<file path="src/hw/rtl/fmcd_pkg.sv">
package fmcd_pkg;

    // Frame store depth and fill count width (count runs up to STORE_BYTES + 1)
    localparam int STORE_BYTES = 32;
    localparam int FILL_W      = $clog2(STORE_BYTES + 2);

    // Only the head of the frame takes part in the mode compare: "modeN" and a zero byte
    localparam int HEAD_BYTES  = 6;

    // Bytes with a meaning
    localparam logic [7:0] CH_OPEN  = 8'h23;  // '#'
    localparam logic [7:0] CH_CLOSE = 8'h45;  // 'E'
    localparam logic [7:0] CH_FWD   = 8'h57;  // 'W'
    localparam logic [7:0] CH_REV   = 8'h53;  // 'S'
    localparam logic [7:0] CH_LEFT  = 8'h41;  // 'A'
    localparam logic [7:0] CH_RIGHT = 8'h44;  // 'D'
    localparam logic [7:0] CH_M     = 8'h6D;  // 'm'
    localparam logic [7:0] CH_O     = 8'h6F;  // 'o'
    localparam logic [7:0] CH_D     = 8'h64;  // 'd'
    localparam logic [7:0] CH_E     = 8'h65;  // 'e'
    localparam logic [7:0] CH_ONE   = 8'h31;  // '1'
    localparam logic [7:0] CH_TWO   = 8'h32;  // '2'
    localparam logic [7:0] CH_THREE = 8'h33;  // '3'
    localparam logic [7:0] CH_NUL   = 8'h00;

    // Operating modes
    localparam logic [1:0] MODE_ONE   = 2'd1;  // remote drive
    localparam logic [1:0] MODE_TWO   = 2'd2;
    localparam logic [1:0] MODE_THREE = 2'd3;

    // Event kinds
    localparam logic EV_DRIVE = 1'b0;
    localparam logic EV_FRAME = 1'b1;

    typedef enum logic [2:0] {
        MOT_FWD   = 3'd0,
        MOT_REV   = 3'd1,
        MOT_LEFT  = 3'd2,
        MOT_RIGHT = 3'd3,
        MOT_HOLD  = 3'd4
    } t_motion;

    // Configuration register map (index = paddr[3:2])
    localparam int          ADDR_W       = 4;
    localparam logic [1:0]  REG_STRAIGHT = 2'd0;
    localparam logic [1:0]  REG_INNER    = 2'd1;
    localparam logic [1:0]  REG_OUTER    = 2'd2;

    localparam logic [15:0] RST_STRAIGHT = 16'd300;
    localparam logic [15:0] RST_INNER    = 16'd150;
    localparam logic [15:0] RST_OUTER    = 16'd400;

    typedef struct packed {
        logic        event_res;
        t_motion     motion;
        logic [15:0] left_speed;
        logic [15:0] right_speed;
        logic [1:0]  mode_now;
    } t_result;

endpackage

</file>
<file path="src/hw/rtl/framed_mode_command_decoder.sv">
// Framed mode command decoder.
// Input channel: i_valid / o_stall carry one received byte (i_rx_byte) per transfer.
// Output channel: o_valid / i_stall carry one event (type, motion, wheel speeds, mode).
// In drive mode W/S/A/D give a drive event; 'E' closes a frame and reports the mode,
// switching it when the frame held "mode1", "mode2" or "mode3" and a zero byte.
// '#' opens a frame; following bytes are counted until the store is full, only the head is kept.
// Speeds come from an APB register bank (straight, turn inner, turn outer at 0x0/0x4/0x8).
// Throughput: one byte per cycle while o_stall is low. An event reaches o_valid from the
// result register; all decode and frame update is one pass into the result register.
// Bytes that cause no event only update state.
// A skid register sits behind the result register, so a byte is still taken while a
// result waits; o_stall rises only when both hold an undelivered event.
// Reset (synchronous, active low): mode 1, no frame open, store cleared, output empty,
// speeds back to 300/150/400.
module framed_mode_command_decoder
    import fmcd_pkg::*;
(
    input  logic              i_clk,
    input  logic              i_rst_n,
    // byte input
    input  logic              i_valid,
    output logic              o_stall,
    input  logic [7:0]        i_rx_byte,
    // event output
    output logic              o_valid,
    input  logic              i_stall,
    output logic              o_event_res,
    output logic [2:0]        o_motion,
    output logic [15:0]       o_left_speed,
    output logic [15:0]       o_right_speed,
    output logic [1:0]        o_mode_now,
    // APB register port
    input  logic              psel,
    input  logic              penable,
    input  logic              pwrite,
    input  logic [ADDR_W-1:0] paddr,
    input  logic [31:0]       pwdata,
    output logic [31:0]       prdata,
    output logic              pready
);

    // ---------------------------------------------------------------- registers
    logic [15:0] r_straight, r_inner, r_outer;

    logic [7:0]        r_head [HEAD_BYTES];   // first bytes of the frame store
    logic [7:0]        n_head [HEAD_BYTES];
    logic [FILL_W-1:0] r_fill, n_fill;
    logic [1:0]        r_mode, n_mode;

    t_result r_out, r_skid;
    logic    r_out_valid, r_skid_valid;

    // ---------------------------------------------------------------- APB
    logic       cfg_wr;
    logic [1:0] cfg_idx;

    assign pready  = 1'b1;
    assign cfg_wr  = psel && penable && pwrite && pready;
    assign cfg_idx = paddr[ADDR_W-1:2];

    always_ff @(posedge i_clk) begin
        if (!i_rst_n) begin
            r_straight <= RST_STRAIGHT;
            r_inner    <= RST_INNER;
            r_outer    <= RST_OUTER;
        end else if (cfg_wr) begin
            case (cfg_idx)
                REG_STRAIGHT: r_straight <= pwdata[15:0];
                REG_INNER:    r_inner    <= pwdata[15:0];
                REG_OUTER:    r_outer    <= pwdata[15:0];
                default: ;    // unmapped, write dropped
            endcase
        end
    end

    always_comb begin
        case (cfg_idx)
            REG_STRAIGHT: prdata = {16'd0, r_straight};
            REG_INNER:    prdata = {16'd0, r_inner};
            REG_OUTER:    prdata = {16'd0, r_outer};
            default:      prdata = 32'd0;
        endcase
    end

    // ---------------------------------------------------------------- decode
    logic    in_fire, out_fire;
    logic    has_res;
    t_result res;
    logic    head_mode;

    assign in_fire  = i_valid && !o_stall;
    assign out_fire = r_out_valid && !i_stall;

    // "mode" prefix with a zero byte after the digit
    assign head_mode = (r_head[0] == CH_M) && (r_head[1] == CH_O) && (r_head[2] == CH_D)
                    && (r_head[3] == CH_E) && (r_head[5] == CH_NUL);

    always_comb begin
        has_res         = 1'b0;
        res.event_res   = EV_DRIVE;
        res.motion      = MOT_HOLD;
        res.left_speed  = 16'd0;
        res.right_speed = 16'd0;
        n_mode          = r_mode;
        n_fill          = r_fill;
        n_head          = r_head;

        // drive letters, only in remote drive mode
        if (r_mode == MODE_ONE) begin
            case (i_rx_byte)
                CH_FWD: begin
                    has_res         = 1'b1;
                    res.motion      = MOT_FWD;
                    res.left_speed  = r_straight;
                    res.right_speed = r_straight;
                end
                CH_REV: begin
                    has_res         = 1'b1;
                    res.motion      = MOT_REV;
                    res.left_speed  = r_straight;
                    res.right_speed = r_straight;
                end
                CH_LEFT: begin
                    has_res         = 1'b1;
                    res.motion      = MOT_LEFT;
                    res.left_speed  = r_inner;
                    res.right_speed = r_outer;
                end
                CH_RIGHT: begin
                    has_res         = 1'b1;
                    res.motion      = MOT_RIGHT;
                    res.left_speed  = r_outer;
                    res.right_speed = r_inner;
                end
                default: ;
            endcase
        end

        // framing
        if (i_rx_byte == CH_OPEN) begin
            n_fill = FILL_W'(1);
        end else if (i_rx_byte == CH_CLOSE) begin
            if (head_mode) begin
                case (r_head[4])
                    CH_ONE:   n_mode = MODE_ONE;
                    CH_TWO:   n_mode = MODE_TWO;
                    CH_THREE: n_mode = MODE_THREE;
                    default:  ;
                endcase
            end
            for (int k = 0; k < HEAD_BYTES; k++) begin
                n_head[k] = CH_NUL;
            end
            n_fill          = '0;
            has_res         = 1'b1;
            res.event_res   = EV_FRAME;
            res.motion      = MOT_HOLD;
            res.left_speed  = 16'd0;
            res.right_speed = 16'd0;
        end else if (r_fill != '0 && r_fill <= FILL_W'(STORE_BYTES)) begin
            // slots past the head are never compared, so they are not kept
            for (int k = 0; k < HEAD_BYTES; k++) begin
                if (r_fill == FILL_W'(k + 1)) begin
                    n_head[k] = i_rx_byte;
                end
            end
            n_fill = r_fill + FILL_W'(1);
        end

        res.mode_now = n_mode;
    end

    always_ff @(posedge i_clk) begin
        if (!i_rst_n) begin
            r_fill <= '0;
            r_mode <= MODE_ONE;
            for (int k = 0; k < HEAD_BYTES; k++) begin
                r_head[k] <= CH_NUL;
            end
        end else if (in_fire) begin
            r_fill <= n_fill;
            r_mode <= n_mode;
            r_head <= n_head;
        end
    end

    // ---------------------------------------------------------------- result + skid
    logic new_res;
    assign new_res = in_fire && has_res;

    always_ff @(posedge i_clk) begin
        if (!i_rst_n) begin
            r_out_valid  <= 1'b0;
            r_skid_valid <= 1'b0;
        end else if (r_skid_valid) begin
            // input is stalled; drain skid into the result register
            if (out_fire) begin
                r_skid_valid <= 1'b0;
            end
        end else if (new_res) begin
            if (r_out_valid && !out_fire) begin
                r_skid_valid <= 1'b1;
            end else begin
                r_out_valid <= 1'b1;
            end
        end else if (out_fire) begin
            r_out_valid <= 1'b0;
        end
    end

    always_ff @(posedge i_clk) begin
        if (r_skid_valid) begin
            if (out_fire) begin
                r_out <= r_skid;
            end
        end else if (new_res) begin
            if (r_out_valid && !out_fire) begin
                r_skid <= res;
            end else begin
                r_out <= res;
            end
        end
    end

    assign o_stall       = r_skid_valid;
    assign o_valid       = r_out_valid;
    assign o_event_res   = r_out.event_res;
    assign o_motion      = r_out.motion;
    assign o_left_speed  = r_out.left_speed;
    assign o_right_speed = r_out.right_speed;
    assign o_mode_now    = r_out.mode_now;

    // ---------------------------------------------------------------- assertions
    a_skid_behind_out: assert property (@(posedge i_clk) disable iff (!i_rst_n)
        r_skid_valid |-> r_out_valid)
        else $error("skid register holds a transfer while result register is empty");

    a_close_clears: assert property (@(posedge i_clk) disable iff (!i_rst_n)
        (in_fire && i_rx_byte == CH_CLOSE) |=> (r_fill == '0 && o_valid))
        else $error("frame close did not clear fill count or produce an event");

    a_fill_bound: assert property (@(posedge i_clk) disable iff (!i_rst_n)
        r_fill <= FILL_W'(STORE_BYTES + 1))
        else $error("fill count past end of store");

    a_open_sets_fill: assert property (@(posedge i_clk) disable iff (!i_rst_n)
        (in_fire && i_rx_byte == CH_OPEN) |=> (r_fill == FILL_W'(1)))
        else $error("frame open did not restart fill count");

endmodule

</file>
<file path="config.mk">
export PLATFORM = sky130hd
export DESIGN_NAME = framed_mode_command_decoder
export DESIGN_NICKNAME = d
export VERILOG_FILES = /design/src/hw/rtl/fmcd_pkg.sv /design/src/hw/rtl/framed_mode_command_decoder.sv
export SDC_FILE = /design/constraint.sdc
export NUM_CORES = 1
export LEC_CHECK = 0
export ABC_AREA = 0
export BUFFER_PORTS_ARGS = -buffer_cell sky130_fd_sc_hd__buf_2
export CAP_MARGIN = 25
export CORE_MARGIN = 8
export CORE_UTILIZATION = 52
export DETAILED_ROUTE_END_ITERATION = 6
export PLACE_DENSITY = 0.79
export SLEW_MARGIN = 40
export SYNTH_ARGS = -nofsm -noshare
export SYNTH_HDL_FRONTEND = slang
export SYNTH_SLANG_ARGS = --single-unit
</file>
<file path="constraint.sdc">
create_clock -name i_clk -period 5.1 [get_ports i_clk]
set_clock_uncertainty 0.05 [all_clocks]
set_input_delay 0.255 -clock i_clk [delete_from_list [all_inputs] [get_ports i_clk]]
set_output_delay 0.255 -clock i_clk [all_outputs]
set_load 0.005 [all_outputs]
</file>
==> results of run 1 <==
-- registers in the layout, indices dropped and copies added (netlist names) --
signal,cells
r_head,48
r_mode,2
o_motion,3
o_left_speed,16
r_inner,16
o_stall,1
o_mode_now,2
o_right_speed,16
r_skid,38
o_valid,1
r_straight,16
o_event_res,1
r_fill,6
r_outer,16
-- worst max-delay path, delay by kind of cell, from the launching register on --
kind                   cells  cell delay, ns
AOI/OAI and AO/OA          2            0.64
DFF                        1            0.30
and+or+nand+nor            2            0.65
muxes                      1            0.29
buffers and inverters      2            0.50
-- placed cells by master (no fill, tap or decap), drive strengths merged, types with 21 or more instances in the layout --
cell type	instances
nand3	21
a221oi	30
a21oi	45
dfxtp	106
o21ai	50
mux2i	64
edfxtp	76
nor2	90
nand2	156
buf	99
-- power by group through the flow --
| stage | Combinational (mW) | Clock, mW | Sequential (mW) |
|---|---|---|---|
| finish | 0.111 | 1.29 | 1.52 |
| floorplan | 0.0770 | 0 | 1.55 |
| detailed placement | 0.108 | 0 | 1.55 |
| CTS | 0.109 | 1.30 | 1.52 |
| global placement | 0.106 | 0 | 1.55 |
| global route | 0.120 | 1.37 | 1.52 |
-- per-stage QoR --
| step | utilization [%] | std cells |
|---|---|---|
| 3_3_place_gp | 55.6 | 1096 |
| 2_1_floorplan | - | 858 |
| 5_1_grt | 59.5 | 1130 |
| 3_5_place_dp | 55.7 | 1096 |
| 6_report | 59.5 | 1130 |
| 4_1_cts | 59.4 | 1128 |
-- timing repair --
action / CTS / global route
hold buffers: 1 / 0
setup endpoints to repair: 0 / 0
endpoints found under the hold margin: 1 / 0
-- worst paths after layout --
kind	end	slack (ns)	cells past startpoint	from
worst max-delay path	r_head[24]	2.55	7	o_stall
worst min-delay path	r_outer[7]	0.008	3	pwdata[7]
worst min register to register	r_straight[11]	0.42	2	r_straight[11]
worst max register to register	r_head[24]	2.55	7	o_stall
-- layer usage --
layer / GRT usage [%] / vias to the layer above
met5: 0 / -
met4: 6.71 / 8
met3: 5.40 / 36
met2: 28.7 / 231
met1: 24.8 / 3001
li1: - / 3097
-- cell families (layout without fill, tap and decap cells) --
kind of cell | after synthesis | in the layout | synth area share, %
fa+ha+maj | 5 | 5 | 0.723
other cells | 2 | 17 | 0.0905
simple gates | 352 | 352 | 20.2
mux | 69 | 69 | 8.39
flops | 182 | 182 | 53.1
buf+inv | 82 | 138 | 5.12
compound gates | 147 | 147 | 12.0
xor+xnor | 4 | 4 | 0.422
-- cell type report --
| cell class | count | area share [%] |
|---|---|---|
| Timing Repair Buffer | 100 | 5.68 |
| Clock buffer | 17 | 4.53 |
| Inverter | 7 | 0.280 |
| Tap cell | 216 | 2.88 |
| Clock inverter | 14 | 1.65 |
| Sequential cell | 182 | 46.9 |
| Multi-Input combinational cell | 594 | 38.0 |
==> results, run 1 <==
- The most frequent cell after synthesis is sky130_fd_sc_hd__nand2_1.
- Entering global routing, the biggest net connects 52 pins.
- The slowest stage of the critical path belongs to the cell sky130_fd_sc_hd__nor2b_1.
- Data on the critical path arrives at its endpoint at roughly 2.8 ns.
- In the post-synthesis netlist, the biggest area contributors are sky130_fd_sc_hd__edfxtp_1, sky130_fd_sc_hd__dfxtp_1, sky130_fd_sc_hd__mux2i_1.
- The routed design has around 19000 um of wire.
- TritonCTS built the clock tree.
- The worst relative slew slack is approximately half.
- The kind of critical path is reg2reg.
- The synthesized design contains between 150 and 200 register bits.
- Across the whole layout, storage elements account for 0.00440 mm^2.
- Final hold analysis gives a worst-case slack of slightly below 0.008 ns.
- Clock tree synthesis inserted a total of 17 buffers.
- The filler cells instantiated in the layout total about 1400.
- In the global route stage, overall resource usage came out at a little under a fifth.
- Clock-pin slew was measured on the worst setup and hold paths at approximately 0.07 ns.
- Once placement finished, the instance area stood at between 0.008 and 0.009 mm^2.
- The internal power contribution is between 2 and 2.5 mW.
- Pin placement for this block handled roughly 120 I/O pins.
- Across the VDD grid, the largest voltage drop is ~0.24 mV.
- The first global-routing pass estimated between 20000 and 30000 um of wire.
- Sequential cells account for a little over half of the total power.
- The number of gates resized after cts is 0.
- The die boundary height is about 140 um.
- The clock passes through at most 2 buffers.
- The number of buffers inserted to repair setup after CTS is 0.
- The critical path goes through buf_4, nor2b_1, o41ai_4, buf_4, a21oi_4, mux2i_1, nor2_1.
- At the placement stage, the worst setup path has a slack of between 2 and 2.5 ns.
- For this configuration, the core starts out at a cell density of 52.6%.
- The fraction of layout cells with a size suffix above 1 is roughly 18%.
- The post-route minimum period is ~2.5 ns.
- The synthesized design spends more area on one cell type than any other, namely sky130_fd_sc_hd__edfxtp_1.
- The remaining antenna violation count is 0.
- The number of endpoints with negative hold slack in the final report was 0.
- The share of the synthesized area in the top cell type is between 20% and 30%.
- The level count of the clock H-tree is 4.
- STA classifies the critical path startpoint as a register.
- The cell chosen for the clock root is sky130_fd_sc_hd__clkbuf_16.
- The number of antenna violations at the first check in global routing was 4.
- Counting every instance in the synthesized netlist gives between 800 and 900.
- By count the netlist is led by sky130_fd_sc_hd__nand2_1, sky130_fd_sc_hd__dfxtp_1, sky130_fd_sc_hd__nor2_1, sky130_fd_sc_hd__edfxtp_1, sky130_fd_sc_hd__mux2i_1.
- The average detailed-routed wire length per instance is approximately 17 um.
- The net total in the final layout is approximately 960.
- Along the worst path, the maximum fanout reaches 50.
- The multi-input combinational cell area is roughly 0.0036 mm^2.
- The most numerous cell type found on the critical path is sky130_fd_sc_hd__buf_4.
- The critical path required time is roughly 5.4 ns.
- The share of synthesized flip-flops with an asynchronous set or reset is 0%.
- Of the available clock period, the critical path in the final layout requires 50.0%.
- The final worst slack is between 2 and 3 ns.
- The number of port buffers is 88.
- The pre-antenna-repair detailed-routing pass consisted of 5 iterations.
- Summing all non-filler instances in the final layout gives an area of ~0.0094 mm^2.
- The area of the mapped netlist is approximately 0.0083 mm^2.
- Summed over all nets, the switching power comes to just under 0.7 mW.
- STA classifies the critical path endpoint as a register.
- The detailed-routing wirelength on met1 is ~8400 um.
- The violation count after the first detailed-route iteration is 672.
- Dividing total power by cell area gives a power density of approximately 310 mW/mm^2.
- The completed layout was analyzed and its total power is ~3 mW.
- Setup violations remaining at the end of the flow were counted as 0.
- Net switching is 23.3% of the power.
- On the worst path, the slowest cell contributes a delay of a little under 0.6 ns.
- At the end of routability-driven placement, the weighted congestion stood at 0.836.
- For this run, the register share of the synthesized area comes to between 50% and 60%.
- The die area is around 0.020 mm^2.
- Detailed routing placed a total of roughly 1700 um of wire on met3.
- The maximum operating frequency is a little under 400 MHz.
- Setup repair after global routing left no endpoint under its margin.
- The average cell area after synthesis is 9.85 um^2.
- The number of unique standard cell types used by synthesis is 67.
- The synthesized design contains 76 enable-type register cells.
- The fraction of power consumed by combinational cells is about 3.8%.
- The run finished with clean final reports.
- The warning count from the yosys run is 0.
- The leakage component of the power is slightly above 3 nW.
- The clock network fraction of design power is between 40% and 50%.
- The most used flip-flop cell after synthesis is sky130_fd_sc_hd__dfxtp_1.
- The area growth from synthesis to layout is 13.1%.
- In this run the core area contains 46 standard-cell rows.
- The number of inserted diodes is 0.
- The via count of the first global-routing pass is between 5000 and 6000.
- The half-perimeter wire length after placement is 12800 um.
- Measured along the x axis, the die boundary spans approximately 140 um.
- The region available for standard cell placement spans around 0.016 mm^2.
- The number of vias in the routed layout is 6373.
- Dividing the detail-routed via count by the number of cells gives 5.64.
- Summed over all failing endpoints, the final setup total negative slack is 0 ns.
- The transition time of the tightest slew-check pin is 0.764 ns.
- The met2 wire length is about 8700 um.
- After detailed routing, no signal wire sits above met5.
- The count of max-cap constraint violations is 0.
- Summed over all layers, the global routing overflow is 0.
- The count of pins over their slew limit is 0.
- The path type of the worst min-delay path is in2reg.
- The CTS sink count is 182.
- The number of remaining DRC errors is 0.
- The worst-skew pair later-pin latency is 0.44 ns.
(Power assumes the default switching activity.)
==> run 2, diff against run 1 <==
Settings changed: CORE_UTILIZATION 52 to 55.
Clock period 5.1 ns to 2.6 ns, I/O delays scaled along.
==> run 2 against run 1 <==
Against the previous run: sequential power grew 96%; routed wire length increased by 5.3%; sequential cell count did not move; maximum frequency is 11% higher; power grew 97%; critical path type unchanged; largest power group unchanged; highest routed layer is now met4.
==> results, run 2 (synthesis results as in run 1) <==
- The maximum operating frequency is approximately 430 MHz.
- The routed design could run at a clock period as short as 2.30 ns.
- Entering global routing, the biggest net connects 58 pins.
- Leaving out fill and tap cells, the most frequent cells in the layout are sky130_fd_sc_hd__nand2_1, sky130_fd_sc_hd__dfxtp_1, sky130_fd_sc_hd__nor2_1, sky130_fd_sc_hd__buf_2, sky130_fd_sc_hd__edfxtp_1.
- The tool flagged a number of max-cap violations equal to 0.
- The level count of the clock H-tree is 4.
- The worst setup timing slack at the placement stage is around 0.11 ns.
- After detailed placement, the design holds a cell count of roughly 1100.
- At the pin with the least slew margin, the transition time is a little under 0.8 ns.
- In the global route stage, overall resource usage came out at between 20% and 30%.
- Setup violations remaining at the end of the flow were counted as 0.
- The number of endpoints with negative hold slack in the final report is 0.
- The highest net fanout along the worst path is 3.
- In this run the tightest slew margin relative to its limit is between 40% and 50%.
- 0 antenna diodes ended up in the layout.
- The largest registers in the layout are r_head (48), r_skid (38).
- For this design the static power due to leakage is around 3.2 nW.
- Counting every sink on the clock net gives about 180.
- After the first detailed-routing iteration, the DRC count stood at ~830.
- The final layout contains routed wiring with a total length of between 20000 and 25000 um.
- The area of all placed cells without fillers is 0.00965 mm^2.
- After layout, the worst setup slack is ~0.30 ns.
- The post-layout total power is about 5.7 mW.
- The register cell area after layout is approximately 0.0044 mm^2.
- The critical path required time is roughly 2.7 ns.
- The cell chosen for the clock root is sky130_fd_sc_hd__clkbuf_16.
- The run finished with clean final reports.
- From bottom edge to top edge, the die measures around 140 um.
- After filler insertion, the fill cell instance count of the layout stands at ~1200.
- The clock input transition at the sequential cells of the worst setup and hold paths is approximately 0.070 ns.
- The weighted congestion reported at the end of routability-driven placement is approximately 0.85.
- Counting flops per register, the top entry is r_head.
- The floorplan step defined a core boundary enclosing 0.0150 mm^2.
- In this run the count of I/O pins placed on the die edge is roughly 120.
- The first global-routing pass estimated 32100 um of wire.
- The worst-skew pair later-pin latency is 0.44 ns.
- The count of pins over their slew limit was 0.
- Post-CTS timing repair inserted 0 buffers for setup.
- At the worst endpoint, the arrival time is roughly 2.5 ns.
- The portion of the clock cycle consumed by the worst path in the final layout is 88.6%.
- The die covers 0.0193 mm^2.
- The worst voltage drop across the vdd grid is between 0.4 and 0.5 mV.
- TritonCTS built the clock tree.
- The net total in the final layout is 984.
- The kind of critical path is reg2reg.
- The half-perimeter wire length after placement is approximately 13000 um.
- The register with the most flip-flops in the layout has 48 of them.
- The die span in x is 139 um.
- After detailed placement, the total cell area comes to 0.00889 mm^2.
- The fraction of layout cells with a size suffix above 1 is between 10% and 20%.
- The number of clock buffers added by TritonCTS is 17.
- Global routing finished with a remaining overflow of 0.
- The multi-input combinational cell area is 0.00357 mm^2.
- The initial core utilization is between 50 and 60%.
- Cells fill between 60% and 70% of the core in the end.
- The number of vias in the routed layout is 6564.
- The critical path launch point type is a register.
- The deepest clock path buffer count is 2.
- For the final routed database, the setup TNS stands at 0 ns.
- The tightest hold path in the finished design has a slack of between 0.02 and 0.03 ns.
- Once layout is complete, the cells apart from fillers number between 1000 and 1500.
- The number of port buffers is 88.
- The total power density per cell area is 594 mW/mm^2.
- The via count of the first global-routing pass is between 6000 and 7000.
- Dividing the detail-routed wire length by the instance count gives around 18 um.
- The area growth from synthesis to layout is 16.2%.
- The number of remaining DRC errors is 0.
- After detailed routing, the number of vias per cell comes to slightly below 6.
- The most common cell after layout, fill and taps aside is sky130_fd_sc_hd__nand2_1.
- Once detail routing completed, the nets flagged for antenna violations numbered 0.
- The length of the first detailed-routing pass in iterations is 6.
- The min-delay analysis places its worst path in the category in2reg.
- The number of antenna violations at the first check in global routing came to 0.
- Setup repair after global routing left no endpoint under its margin.
- STA classifies the critical path endpoint as a register.
- The number of standard-cell rows in the floorplan is between 40 and 50.
## run 2: changes by cell type in the layout (fill, tap and decap cells not counted), moves of 2 or more
| cell | before | now |
|---|---|---|
| sky130_fd_sc_hd__buf_12 | 0 | 4 |
| sky130_fd_sc_hd__buf_4 | 11 | 18 |
| sky130_fd_sc_hd__clkinv_4 | 1 | 3 |
| sky130_fd_sc_hd__clkinv_8 | 1 | 3 |
| sky130_fd_sc_hd__clkinvlp_4 | 3 | 1 |
| sky130_fd_sc_hd__dlygate4sd3_1 | 1 | 17 |
## run 2: layout make-up
type	count	share of cell area, %
inverters	7	0.272
clock inverters	15	1.62
repair buffers	127	8.56
multi-input cells	594	37.0
clock buffers	17	4.41
well taps	188	2.44
flip-flops and latches	182	45.7
## run 2: metal layers
| layer | up-vias | track usage, % | wire length [um] |
|---|---|---|---|
| met5 | - | 0 | 0 |
| met4 | 0 | 9.19 | 499 |
| met3 | 40 | 6.33 | 1750 |
| met2 | 279 | 31.0 | 9250 |
| met1 | 3104 | 27.2 | 8630 |
| li1 | 3141 | - | - |
## run 2: where the power goes
group | switching, mW | internal [mW] | total [mW]
sequential | 0.0122 | 2.96 | 2.98
clock | 1.23 | 1.28 | 2.51
combinational | 0.158 | 0.0907 | 0.249
## run 2: repair_timing
action	CTS	global route
hold buffers	17	0
gates resized for setup	0	0
endpoints found under the hold margin	50	0
## run 2: worst paths after layout
path / start / end / slack [ns] / cells after the start
worst max-delay path: r_head[1] / o_mode_now[0] / 0.30 / 5
worst min-delay path: i_rst_n / r_mode[0] / 0.03 / 2
worst max register to register: r_head[1] / o_mode_now[0] / 0.30 / 5
worst min register to register: r_straight[11] / r_straight[11] / 0.42 / 2
## run 2: worst max-delay path, cell delays in order, from the launching register on
cell	delay, ns
sky130_fd_sc_hd__dfxtp_1	0.34
sky130_fd_sc_hd__nor4_1	0.31
sky130_fd_sc_hd__nand4_1	0.21
sky130_fd_sc_hd__or4_1	0.65
sky130_fd_sc_hd__a21o_1	0.24
sky130_fd_sc_hd__mux2_2	0.26
